**config.mk**
```make
export PLATFORM = sky130hd
export DESIGN_NAME = glob_name_and_attribute_filter_top_flat
export DESIGN_NICKNAME = d
export VERILOG_FILES = /design/src/rtl/core/gnaf_pkg.sv /design/src/rtl/core/gnaf_in_if.sv /design/src/rtl/core/gnaf_out_if.sv /design/src/rtl/core/gnaf_cell.sv /design/src/rtl/core/gnaf_out_buf.sv /design/src/rtl/core/glob_name_and_attribute_filter_top.sv /design/src/flat_wrapper.sv
export SDC_FILE = /design/constraint.sdc
export NUM_CORES = 1
export LEC_CHECK = 0
export BUFFER_PORTS_ARGS = -buffer_cell sky130_fd_sc_hd__buf_2
export CORE_MARGIN = 3
export CORE_UTILIZATION = 55
export CTS_CLUSTER_DIAMETER = 150
export CTS_CLUSTER_SIZE = 28
export DETAILED_ROUTE_END_ITERATION = 7
export GPL_TIMING_DRIVEN = 0
export PLACE_DENSITY = 0.74
export REMOVE_ABC_BUFFERS = 1
export SYNTH_ARGS = -nofsm -noshare
export SYNTH_HDL_FRONTEND = slang
export SYNTH_SLANG_ARGS = --single-unit
```
**constraint.sdc**
```tcl
create_clock -name clk -period 4.25 [get_ports clk]
set_input_delay 0.2125 -clock clk [delete_from_list [all_inputs] [get_ports clk]]
set_output_delay 0.2125 -clock clk [all_outputs]
set_load 0.01 [all_outputs]
```
**src/rtl/core/gnaf_pkg.sv**
```systemverilog
// Shared types, constants and helpers for the glob name and attribute filter.
// No dependencies; gnaf_cell, gnaf_out_buf and the top level refer to this package.
package gnaf_pkg;

	// Pattern positions held by the matcher row
	localparam int PATTERN_MAX = 16;
	// Pattern characters that the two pattern registers hold
	localparam int PAT_REG_CHARS = 16;
	localparam int LEN_W = $clog2(PATTERN_MAX + 1);
	localparam int CMP_W = (LEN_W > 5) ? LEN_W : 5;

	localparam logic [7:0] STAR_CHAR   = 8'h2A;
	localparam logic [7:0] QMARK_CHAR  = 8'h3F;
	localparam logic [7:0] UPPER_A     = 8'h41;
	localparam logic [7:0] UPPER_Z     = 8'h5A;
	localparam logic [7:0] CASE_OFFSET = 8'd32;

	typedef enum logic [2:0] {
		CFG_PAT_LOW    = 3'd0,
		CFG_PAT_HIGH   = 3'd1,
		CFG_PAT_LEN    = 3'd2,
		CFG_NAME_CHECK = 3'd3,
		CFG_IGN_CASE   = 3'd4,
		CFG_TYPE_MODE  = 3'd5,
		CFG_SIZE_MODE  = 3'd6,
		CFG_SIZE_LIMIT = 3'd7
	} cfg_reg_t;

	typedef enum logic [1:0] {
		TYPE_ANY  = 2'd0,
		TYPE_FILE = 2'd1,
		TYPE_DIR  = 2'd2,
		TYPE_RSVD = 2'd3
	} type_mode_t;

	typedef enum logic [1:0] {
		SIZE_NONE = 2'd0,
		SIZE_EQ   = 2'd1,
		SIZE_GT   = 2'd2,
		SIZE_LT   = 2'd3
	} size_mode_t;

	// Signals handed from one matcher cell to the next
	typedef struct packed {
		logic a_carry; // star closure over the current positions
		logic shift;   // this position consumed the character
		logic n_carry; // star closure over the next positions
	} link_t;

	// One verdict word
	typedef struct packed {
		logic selected;
		logic name_matched;
	} result_t;

	// ASCII upper to lower case fold when case is ignored
	function automatic logic [7:0] fold(input logic [7:0] c, input logic ign);
		logic [7:0] r;
		r = c;
		if (ign && c >= UPPER_A && c <= UPPER_Z) begin
			r = c + CASE_OFFSET;
		end
		return r;
	endfunction

endpackage

```
**src/rtl/core/gnaf_in_if.sv**
```systemverilog
// Input channel of the filter: one name byte per word plus entry attributes.
// Depends on nothing.
interface gnaf_in_if;
	logic        valid;
	logic        ready;
	logic [7:0]  name_char;
	logic        last_char;
	logic        is_directory;
	logic [31:0] file_size;

	modport source (output valid, name_char, last_char, is_directory, file_size,
		input ready);
	modport sink (input valid, name_char, last_char, is_directory, file_size,
		output ready);
endinterface

```
**src/rtl/core/gnaf_out_if.sv**
```systemverilog
// Output channel of the filter: one verdict word per entry.
// Depends on nothing.
interface gnaf_out_if;
	logic valid;
	logic ready;
	logic selected;
	logic name_matched;

	modport source (output valid, selected, name_matched, input ready);
	modport sink (input valid, selected, name_matched, output ready);
endinterface

```
**src/rtl/core/gnaf_cell.sv**
```systemverilog
// One matcher cell: holds the active bit of one pattern position and passes
// closure and shift signals to its right neighbor. Uses gnaf_pkg.
module gnaf_cell (
	input  logic              clk,
	input  logic              arst_n,
	input  logic              step,
	input  logic              restart,
	input  logic              home,
	input  logic [7:0]        pat_char,
	input  logic              in_use,
	input  logic [7:0]        name_c,
	input  logic              ignore_case,
	input  gnaf_pkg::link_t   link_in,
	output gnaf_pkg::link_t   link_out,
	output logic              a_bit,
	output logic              n_bit
);

	logic a_q;
	logic a_eff;
	logic a_cl;
	logic star;
	logic hit;
	logic self_keep;
	logic n_cl;

	// Stored bit is kept relative to the home value, so reset gives the start state
	assign a_eff = a_q ^ home;

	// Current positions after star closure, then this position's transition
	assign star      = (pat_char == gnaf_pkg::STAR_CHAR);
	assign hit       = (pat_char == gnaf_pkg::QMARK_CHAR) ||
		(gnaf_pkg::fold(pat_char, ignore_case) == name_c);
	assign a_cl      = a_eff | link_in.a_carry;
	assign self_keep = in_use & a_cl & star;
	assign n_cl      = self_keep | link_in.shift | link_in.n_carry;

	assign link_out.a_carry = self_keep;
	assign link_out.shift   = in_use & a_cl & ~star & hit;
	assign link_out.n_carry = in_use & n_cl & star;

	assign a_bit = a_eff;
	assign n_bit = n_cl;

	// Active bit update
	always_ff @(posedge clk or negedge arst_n) begin
		if (!arst_n) begin
			a_q <= 1'b0;
		end else if (step) begin
			a_q <= (restart ? home : n_cl) ^ home;
		end
	end

endmodule

```
**src/rtl/core/gnaf_out_buf.sv**
```systemverilog
// Two-word verdict buffer between the matcher row and the output channel.
// Uses gnaf_pkg and gnaf_out_if.
module gnaf_out_buf (
	input  logic               clk,
	input  logic               arst_n,
	input  logic               push,
	input  gnaf_pkg::result_t  push_word,
	output logic               full,
	gnaf_out_if.source         out_ch
);

	gnaf_pkg::result_t mem_q [2];
	logic       wr_q;
	logic       rd_q;
	logic [1:0] cnt_q;
	logic       pop;

	assign pop                 = out_ch.valid & out_ch.ready;
	assign full                = (cnt_q == 2'd2);
	assign out_ch.valid        = (cnt_q != 2'd0);
	assign out_ch.selected     = mem_q[rd_q].selected;
	assign out_ch.name_matched = mem_q[rd_q].name_matched;

	// Pointers and fill count
	always_ff @(posedge clk or negedge arst_n) begin
		if (!arst_n) begin
			wr_q  <= 1'b0;
			rd_q  <= 1'b0;
			cnt_q <= 2'd0;
		end else begin
			if (push) begin
				wr_q <= ~wr_q;
			end
			if (pop) begin
				rd_q <= ~rd_q;
			end
			if (push && !pop) begin
				cnt_q <= cnt_q + 2'd1;
			end else if (pop && !push) begin
				cnt_q <= cnt_q - 2'd1;
			end
		end
	end

	// Payload storage
	always_ff @(posedge clk) begin
		if (push) begin
			mem_q[wr_q] <= push_word;
		end
	end

`ifndef NO_ASSERTIONS
	a_no_overflow: assert property (@(posedge clk) disable iff (!arst_n)
		push |-> (!full || pop))
		else $error("verdict pushed into a full buffer");
`endif

endmodule

```
**src/rtl/core/glob_name_and_attribute_filter_top.sv**
```systemverilog
// Top level of the glob name and attribute filter: configuration registers,
// matcher cell row, verdict logic. Uses gnaf_pkg, gnaf_in_if, gnaf_out_if,
// gnaf_cell and gnaf_out_buf.
//
//  channel   dir   word                                        per entry
//  in_ch     in    name_char, last_char, is_directory, size    one word per byte
//  out_ch    out   selected, name_matched                      one word
//  cfg       in    cfg_we, cfg_index, cfg_data                 no handshake
//
// One name byte is taken every cycle unless the output buffer is full; all pattern
// positions update in the same cycle through the star closure chain that runs
// along the cell row. The verdict is written into the output buffer when the last
// byte is taken. A two-word output buffer lets bytes keep flowing while a verdict
// waits; in_ch.ready drops only when two verdicts are pending.
// Reset puts the matcher at the start position and clears all but the buffer payload.
module glob_name_and_attribute_filter_top (
	input  logic        clk,
	input  logic        arst_n,
	input  logic        cfg_we,
	input  logic [2:0]  cfg_index,
	input  logic [63:0] cfg_data,
	gnaf_in_if.sink     in_ch,
	gnaf_out_if.source  out_ch
);

	localparam int PM = gnaf_pkg::PATTERN_MAX;

	logic [63:0] pat_low_q;
	logic [63:0] pat_high_q;
	logic [4:0]  pat_len_q;
	logic        name_check_q;
	logic        ign_case_q;
	logic [1:0]  type_mode_q;
	logic [1:0]  size_mode_q;
	logic [31:0] size_limit_q;

	logic                     accept;
	logic                     restart;
	logic                     full;
	logic [gnaf_pkg::LEN_W-1:0] eff_len;
	logic [7:0]               name_c;
	gnaf_pkg::link_t          links [PM+1];
	logic [PM-1:0]            a_vec;
	logic [PM:0]              n_vec;
	logic                     name_ok;
	logic                     type_ok;
	logic                     size_ok;
	gnaf_pkg::result_t        verdict;

	// Configuration writes
	always_ff @(posedge clk or negedge arst_n) begin
		if (!arst_n) begin
			pat_low_q    <= '0;
			pat_high_q   <= '0;
			pat_len_q    <= '0;
			name_check_q <= 1'b0;
			ign_case_q   <= 1'b0;
			type_mode_q  <= '0;
			size_mode_q  <= '0;
			size_limit_q <= '0;
		end else if (cfg_we) begin
			case (gnaf_pkg::cfg_reg_t'(cfg_index))
				gnaf_pkg::CFG_PAT_LOW:    pat_low_q    <= cfg_data;
				gnaf_pkg::CFG_PAT_HIGH:   pat_high_q   <= cfg_data;
				gnaf_pkg::CFG_PAT_LEN:    pat_len_q    <= cfg_data[4:0];
				gnaf_pkg::CFG_NAME_CHECK: name_check_q <= cfg_data[0];
				gnaf_pkg::CFG_IGN_CASE:   ign_case_q   <= cfg_data[0];
				gnaf_pkg::CFG_TYPE_MODE:  type_mode_q  <= cfg_data[1:0];
				gnaf_pkg::CFG_SIZE_MODE:  size_mode_q  <= cfg_data[1:0];
				gnaf_pkg::CFG_SIZE_LIMIT: size_limit_q <= cfg_data[31:0];
				default: ;
			endcase
		end
	end

	// Handshake
	assign in_ch.ready = ~full;
	assign accept      = in_ch.valid & in_ch.ready;
	assign restart     = in_ch.last_char;

	// Lengths beyond the row count as the full row
	assign eff_len = (gnaf_pkg::CMP_W'(pat_len_q) > gnaf_pkg::CMP_W'(PM)) ?
		gnaf_pkg::LEN_W'(PM) : gnaf_pkg::LEN_W'(pat_len_q);

	assign name_c   = gnaf_pkg::fold(in_ch.name_char, ign_case_q);
	assign links[0] = '0;

	// Matcher cell row
	for (genvar i = 0; i < PM; i++) begin : g_cell
		logic [7:0] pch;
		if (i < 8) begin : g_lo
			assign pch = pat_low_q[8*i +: 8];
		end else if (i < gnaf_pkg::PAT_REG_CHARS) begin : g_hi
			assign pch = pat_high_q[8*(i-8) +: 8];
		end else begin : g_none
			assign pch = 8'h00;
		end

		gnaf_cell u_cell (
			.clk         (clk),
			.arst_n      (arst_n),
			.step        (accept),
			.restart     (restart),
			.home        ((i == 0) ? 1'b1 : 1'b0),
			.pat_char    (pch),
			.in_use      (gnaf_pkg::LEN_W'(i) < eff_len),
			.name_c      (name_c),
			.ignore_case (ign_case_q),
			.link_in     (links[i]),
			.link_out    (links[i+1]),
			.a_bit       (a_vec[i]),
			.n_bit       (n_vec[i])
		);
	end

	// End position only collects what the last cell hands over
	assign n_vec[PM] = links[PM].shift | links[PM].n_carry;

	// Verdict
	assign name_ok = name_check_q ? n_vec[eff_len] : 1'b1;

	always_comb begin
		case (gnaf_pkg::type_mode_t'(type_mode_q))
			gnaf_pkg::TYPE_FILE: type_ok = ~in_ch.is_directory;
			gnaf_pkg::TYPE_DIR:  type_ok = in_ch.is_directory;
			default:             type_ok = 1'b1;
		endcase
	end

	always_comb begin
		size_ok = 1'b1;
		if (size_limit_q != 32'd0) begin
			case (gnaf_pkg::size_mode_t'(size_mode_q))
				gnaf_pkg::SIZE_EQ: size_ok = (in_ch.file_size == size_limit_q);
				gnaf_pkg::SIZE_GT: size_ok = (in_ch.file_size > size_limit_q);
				gnaf_pkg::SIZE_LT: size_ok = (in_ch.file_size < size_limit_q);
				default:           size_ok = 1'b1;
			endcase
		end
	end

	assign verdict.selected     = name_ok & type_ok & size_ok;
	assign verdict.name_matched = name_ok;

	gnaf_out_buf u_out_buf (
		.clk       (clk),
		.arst_n    (arst_n),
		.push      (accept & restart),
		.push_word (verdict),
		.full      (full),
		.out_ch    (out_ch)
	);

`ifndef NO_ASSERTIONS
	a_restart_state: assert property (@(posedge clk) disable iff (!arst_n)
		(accept && restart) |=> (a_vec == PM'(1)))
		else $error("matcher not back at start position after last byte");

	a_verdict_source: assert property (@(posedge clk) disable iff (!arst_n)
		$rose(out_ch.valid) |-> $past(accept && restart))
		else $error("verdict appeared without a last byte");

	a_sel_implies_name: assert property (@(posedge clk) disable iff (!arst_n)
		out_ch.valid |-> (!out_ch.selected || out_ch.name_matched))
		else $error("entry selected although its name did not match");
`endif

endmodule

```
**src/flat_wrapper.sv**
```systemverilog
// flat-port wrapper written by rule: the top's interface ports become plain ports
module glob_name_and_attribute_filter_top_flat 
  (clk, arst_n, cfg_we, cfg_index, cfg_data, in_ch_valid, in_ch_name_char, in_ch_last_char, in_ch_is_directory, in_ch_file_size, in_ch_ready, out_ch_valid, out_ch_selected, out_ch_name_matched, out_ch_ready);
  gnaf_in_if in_ch_i ();
  gnaf_out_if out_ch_i ();
  input  logic clk;
  input  logic arst_n;
  input  logic cfg_we;
  input  logic [2:0] cfg_index;
  input  logic [63:0] cfg_data;
  input wire logic [$bits(in_ch_i.valid)-1:0] in_ch_valid;
  input wire logic [$bits(in_ch_i.name_char)-1:0] in_ch_name_char;
  input wire logic [$bits(in_ch_i.last_char)-1:0] in_ch_last_char;
  input wire logic [$bits(in_ch_i.is_directory)-1:0] in_ch_is_directory;
  input wire logic [$bits(in_ch_i.file_size)-1:0] in_ch_file_size;
  output wire logic [$bits(in_ch_i.ready)-1:0] in_ch_ready;
  output wire logic [$bits(out_ch_i.valid)-1:0] out_ch_valid;
  output wire logic [$bits(out_ch_i.selected)-1:0] out_ch_selected;
  output wire logic [$bits(out_ch_i.name_matched)-1:0] out_ch_name_matched;
  input wire logic [$bits(out_ch_i.ready)-1:0] out_ch_ready;
  assign in_ch_i.valid = in_ch_valid;
  assign in_ch_i.name_char = in_ch_name_char;
  assign in_ch_i.last_char = in_ch_last_char;
  assign in_ch_i.is_directory = in_ch_is_directory;
  assign in_ch_i.file_size = in_ch_file_size;
  assign in_ch_ready = in_ch_i.ready;
  assign out_ch_valid = out_ch_i.valid;
  assign out_ch_selected = out_ch_i.selected;
  assign out_ch_name_matched = out_ch_i.name_matched;
  assign out_ch_i.ready = out_ch_ready;
  glob_name_and_attribute_filter_top u_core (.clk(clk), .arst_n(arst_n), .cfg_we(cfg_we), .cfg_index(cfg_index), .cfg_data(cfg_data), .in_ch(in_ch_i), .out_ch(out_ch_i));
endmodule
```
# Yosys cells after proc, flatten, opt, wreduce, memory -nomap -nowiden
# Memories as Yosys holds them, arrays and structs flattened.
# Cells that the tools add are included.
[classes] multipliers=0 eq_ne=62 mux=44 add_sub_neg=19 bitwise_logic=169 reduce_logical=66 div=0 n_shift=0 n_lt_le_gt_ge=54
[op_table] op="$eq 8x6->1 const B" n=32
[op_table] op="$add 8x6->8 const B" n=17
[op_table] op="$ge 8x7->1 const B" n=17
[op_table] op="$le 8x7->1 const B" n=17
[op_table] op="$mux 8" n=17
[op_table] op="$eq 8x8->1" n=16
[op_table] op="$and 1x1->1" n=101
[op_table] op="$or 1x1->1" n=46
[op_table] op="$lt 4x5->1 const A" n=8
[op_table] op="$logic_and 1x1->1" n=36
[op_table] op="$eq 32x32->1" n=1
[op_table] op="$gt 32x32->1" n=1
[op_table] op="$lt 32x32->1" n=1
[op_table] op="$reduce_bool 32->1" n=1
[op_table] op="$not 1->1" n=22
[op_table] op="$mux 1" n=21
[op_table] op="$lt 3x5->1 const A" n=4
[op_table] op="$logic_or 1x1->1" n=16
[op_table] op="$reduce_and 2->1" n=8
[op_table] op="$eq 3x3->1 const B" n=4
[op_table] op="$lt 1x5->1 const A" n=2
[op_table] op="$lt 2x5->1 const A" n=2
[op_table] op="$eq 2x2->1 const B" n=4
[op_table] op="$eq 3x2->1 const B" n=2
[op_table] op="14 further kinds" n=18
[word_totals] mem_bits_rw=4 latchBits=0 regBits=191 elab_cells=442 n_memories=1 romBits=0 out_inout_bits=4
[memory_table] memory="u_core.u_out_buf.mem_q" words=2 width=2 rd=1 rd_ports_with_merged_regs=0 write_ports=1 line="gnaf_out_buf.sv:12" text="gnaf_pkg::result_t mem_q [2];"

# Logic depth before layout (Yosys ltp)
[depth] depth_word=60 depth_mapped=16

# By module
# A second synthesis with hierarchy kept.
[unflattened] cells_unflattened=1285 hier_area_um2=13366.6
[modules_own_cells] mod="glob_name_and_attribute_filter_top" cells_per_inst=575 area_each_um2=7777.5 n_inst=1
[modules_own_cells] mod="gnaf_cell" cells_per_inst=43 area_each_um2=327.8 n_inst=16
[modules_own_cells] mod="gnaf_out_buf" cells_per_inst=22 area_each_um2=344.1 n_inst=1

# Worst setup path before layout
# OpenSTA, ideal clock, no wires.
[synth_path] kind="input to register" from="input port in_ch_name_char[0]" to="memory u_core.u_out_buf.mem_q[0][1] (netlist bit), data pin" required_time_ps=4087 arrival_ps=3348 slack_ps=738 stages=15 path_cell_list="buf_2 -> or3_1 -> o221ai_2 -> o21bai_1 -> buf_2 -> xnor2_1 -> or4_1 -> or2_4 -> a21oi_4 -> o211ai_2 -> nand4_1 -> a31oi_1 -> o21a_1 -> or3_1 -> a31oi_1"
[synth_rtl] element="from (decl)" line="flat_wrapper.sv:12" text="input wire logic [$bits(in_ch_i.name_char)-1:0] in_ch_name_char;"
[synth_rtl] element="to (decl)" line="gnaf_out_buf.sv:12"

==> summary.md <==
| Metric | Value |
|---|---|
| CTS buffer count | 17 |
| Placement Setup Slack | -730 ps |
| Synth-to-layout area growth | 16.0% |
| # clock sinks | 195 |
| Post-route ant nets | 0 |
| Final period util | 97.0% |
| Critical Path Sink Type | flip-flop |
| Pwr Total | 6.50 mW |
| Io pins | 118 |
| Fraction of registers with async set/reset | 97.9% |
| Fin. Hold Viols | 0 |
| Die height | 161 um |
| CP Cell Sequence | or3_4 > or4_1 > a21oi_2 > a21oi_2 > and3_1 > nor3_2 > nor2_1 > o32a_1 > o21ai_1 > a31oi_2 > o21a_1 > or3_1 > a31oi_2 |
| Placer Congestion | 0.969 |
| DR WL/cell | 19.7 um |
| Vias in the first global route | 11100 |
| Hold slack | 6.19 ps |
| Commonest non-fill, non-tap cell in the layout | dfrtp_1 |
| Core area | 0.0236 mm^2 |
| Placement Rows | 56 |
| Ys flop type | dfrtp_1 |
| Gate Count Post-Synth | 1387 |
| Slowest stage delay, CP | 640 ps |
| Power Dens Cells | 422 mW/mm^2 |
| Logic pwr share | 30.0% |
| Fraction of layout cells with a size suffix above 1 | 27.4% |
| Tmin final | 4120 ps |
| DR pass1 iterations | 5 |
| Kind of critical path | flip-flop to flip-flop |
| Clock skew | 10.1 ps |
| Simple-gate area share of the yosys netlist | 17.3% |
| Complex-gate fraction of the synthesized area | 15.5% |
| CTS tree | done |
| Crit-path max FO | 5 |
| First-pass GRT wire length | 58100 um |
| GR Util All Layers | 27.7% |
| Cell-internal power | 4.12 mW |
| Post-synth EDFFs | 4 |
| # Max-Cap Violations | 0 |
| Post-Synth Adder-Cell Area | 4.90% |
| Post-DP HPWL | 26300 um |
| Largest net degree at the start of global routing | 101 |
| Startpoint types | flip-flop |
| #FFs+latches synth | 195 |
| I/O Buffers | 117 |
| Hold Crit Class | input port to flip-flop |
| Clk buf depth | 2 |
| Distinct cells, synth | 90 |
| Leakage | 6.45 nW |
| Crit-path leading delay family | simple AND/OR/NAND/NOR gates |
| Fmax achieved | 0.243 GHz |
| Cell Area, Synth | 0.0133 mm^2 |
| Commonest non-fill, non-tap cells in the layout | dfrtp_1, mux2_2, buf_2 |
| Combinational family with the most area after synthesis | simple AND/OR/NAND/NOR gates |
| Initial drt markers | 798 |
| Syn avg cell area | 9.58 um^2 |
| DRC viols | 0 |
| Root buffer cell | clkbuf_16 |
| Avg Vias per Cell | 6.15 |
| Diodes inserted | 0 |
| NetSw | 2.38 mW |
| Slew margin rel. | 37.9% |
| Routed wire length | 36300 um |
| Post-Synth XOR/XNOR Area | 8.70% |
| Register area share after synthesis | 36.9% |
| Initial antenna violation count | 0 |
| Initial core utilization | 56.3% |
| Worst skew pair latency | 450 ps |
| Worst path required time | 4520 ps |
| Multiplexer share of the synthesized area | 12.6% |
| Setup-failing EPs final | 0 |
| Sequential Power Share | 43.6% |
| DIE AREA | 0.0261 mm^2 |
| Clock slew at reported path FFs | 80 ps |
| CP bufs+invs | 0 |
| Register Area | 0.00491 mm^2 |
| Largest cells by area after synthesis | dfrtp_1, mux2_2, xnor2_1 |
| Synth area leader | dfrtp_1 |
| Clock power share | 26.4% |
| Crit path arrival time | 4390 ps |
| Final #Nets | 1674 |
| Peak supply drop | 0.213 mV |
| Die W | 161 um |
| Syn. warnings | 0 |
| Post-synth top area share | 36.0% |
| Sw frac | 36.6% |
| H-tree depth | 4 |
| Layout fillers | 1939 |
| Total number of vias | 11300 |
| Highest-delay cell along the critical path | or4_1 |
| PnR worst setup slack | 129 ps |
| Slew Limit Fails | 0 |
| Slew @ Worst Pin | 927 ps |
| Outcome | finished, final reports clean |
| Grt ovf | 0 |
| Area of the multi-input gates | 0.00817 mm^2 |
## synthesized netlist by cell type, types with 5 or more instances
library cell / count
nor4_1: 20
a211oi_1: 8
mux2_2: 144
o21ai_1: 5
nor3_1: 53
buf_2: 12
o21ai_0: 55
o31ai_1: 15
inv_1: 75
o31a_1: 9
nand2_1: 106
a21oi_1: 51
o41ai_1: 13
nand2b_1: 6
or3_1: 18
or2_2: 16
dfrtp_1: 191
a31oi_1: 25
clkbuf_1: 32
ha_1: 52
a41oi_1: 8
nand3_1: 49
mux2i_1: 5
buf_1: 6
xor2_1: 57
a22o_1: 6
or4_1: 8
nand4_1: 33
buf_4: 5
and3_1: 7
xnor2_1: 75
nor2_1: 71
o21bai_1: 5
nor3b_1: 5
a21o_1: 30
nor2b_1: 9
and2_1: 7
## worst min-delay path, delay by kind of cell
| kind | cells | cell delay (ps) |
|---|---|---|
| buf+inv | 1 | 90 |
| simple gates | 1 | 40 |
| compound gates | 1 | 70 |
## final cells by class
| cell class | count | area share (%) |
|---|---|---|
| Clock buffer | 18 | 2.78 |
| Sequential cell | 195 | 31.9 |
| Timing Repair Buffer | 159 | 6.71 |
| Clock inverter | 14 | 1.24 |
| Multi-Input combinational cell | 1059 | 53.0 |
| Tap cell | 319 | 2.59 |
| Inverter | 76 | 1.85 |
## path summary, 6_finish.rpt
kind | startpoint | end | slack [ps] | cells past startpoint
worst max register to register | u_core.pat_low_q[40] | u_core.u_out_buf.mem_q[1][1] | 130 | 13
worst min register to register | u_core.u_out_buf.cnt_q[1] | u_core.u_out_buf.cnt_q[1] | 490 | 1
worst max-delay path | u_core.pat_low_q[40] | u_core.u_out_buf.mem_q[1][1] | 130 | 13
worst min-delay path | cfg_data[62] | u_core.pat_low_q[62] | 6 | 3
min in group asynchronous | arst_n | u_core.pat_low_q[37] | 370 | 2
max in group asynchronous | arst_n | u_core.pat_len_q[2] | 2920 | 3
## power by group through the flow
stage | Sequential (mW) | Clock (mW) | Combinational (mW)
finish | 2.84 | 1.72 | 1.95
floorplan | 2.67 | 0 | 1.40
CTS | 2.81 | 1.74 | 1.91
global placement | 2.83 | 0 | 1.76
detailed placement | 2.85 | 0 | 1.84
global route | 2.90 | 1.82 | 2.17
## per-layer routing
layer | track usage [%] | routed length, um | vias up
li1 | - | - | 5327
met1 | 37.1 | 15800 | 5558
met2 | 45.7 | 17300 | 370
met3 | 5.82 | 2470 | 62
met4 | 8.37 | 818 | 0
met5 | 0 | 0 | -
## sequential cells by signal (all words and copies together), names as in the netlist
signal                    flops
u_core.g_cell.u_cell.a_q     16
u_core.u_out_buf.mem_q        4
u_core.size_limit_q          32
u_core.pat_high_q            64
u_core.u_out_buf.rd_q         1
u_core.name_check_q           1
u_core.size_mode_q            2
u_core.u_out_buf.wr_q         1
u_core.pat_low_q             64
u_core.u_out_buf.cnt_q        2
u_core.type_mode_q            2
u_core.pat_len_q              5
u_core.ign_case_q             1
## cell families (layout without fill, tap and decap cells)
family	Yosys count	count (layout)
and+or+nand+nor	437	437
xor gates and xnor gates	132	132
DFF	195	195
buffers and inverters	133	267
muxes	149	149
adders and majority gates	52	52
AOI/OAI and AO/OA	289	289
## per-stage QoR
stage / setup TNS, ps / util [%] / std cells / cell area (um^2)
after floorplan: -209440 / - / 1330 / 13000
after detailed placement: -4020 / 60.5 / 1784 / 14300
after CTS: 0 / 64.2 / 1833 / 15200
final: 0 / 65.3 / 1840 / 15400
after global routing: -31.0 / 65.3 / 1840 / 15400
after global placement: -678030 / 59.3 / 1766 / 14000
## timing repair
item | CTS | global route
setup endpoints to repair | 12 | 4
endpoints found under the hold margin | 100 | 0
resized for setup | 21 | 42
pin swaps | 3 | 6
setup buffers | 9 | 7
hold buffers | 8 | 0
No activity file was read; power rests on OpenSTA's default activity.
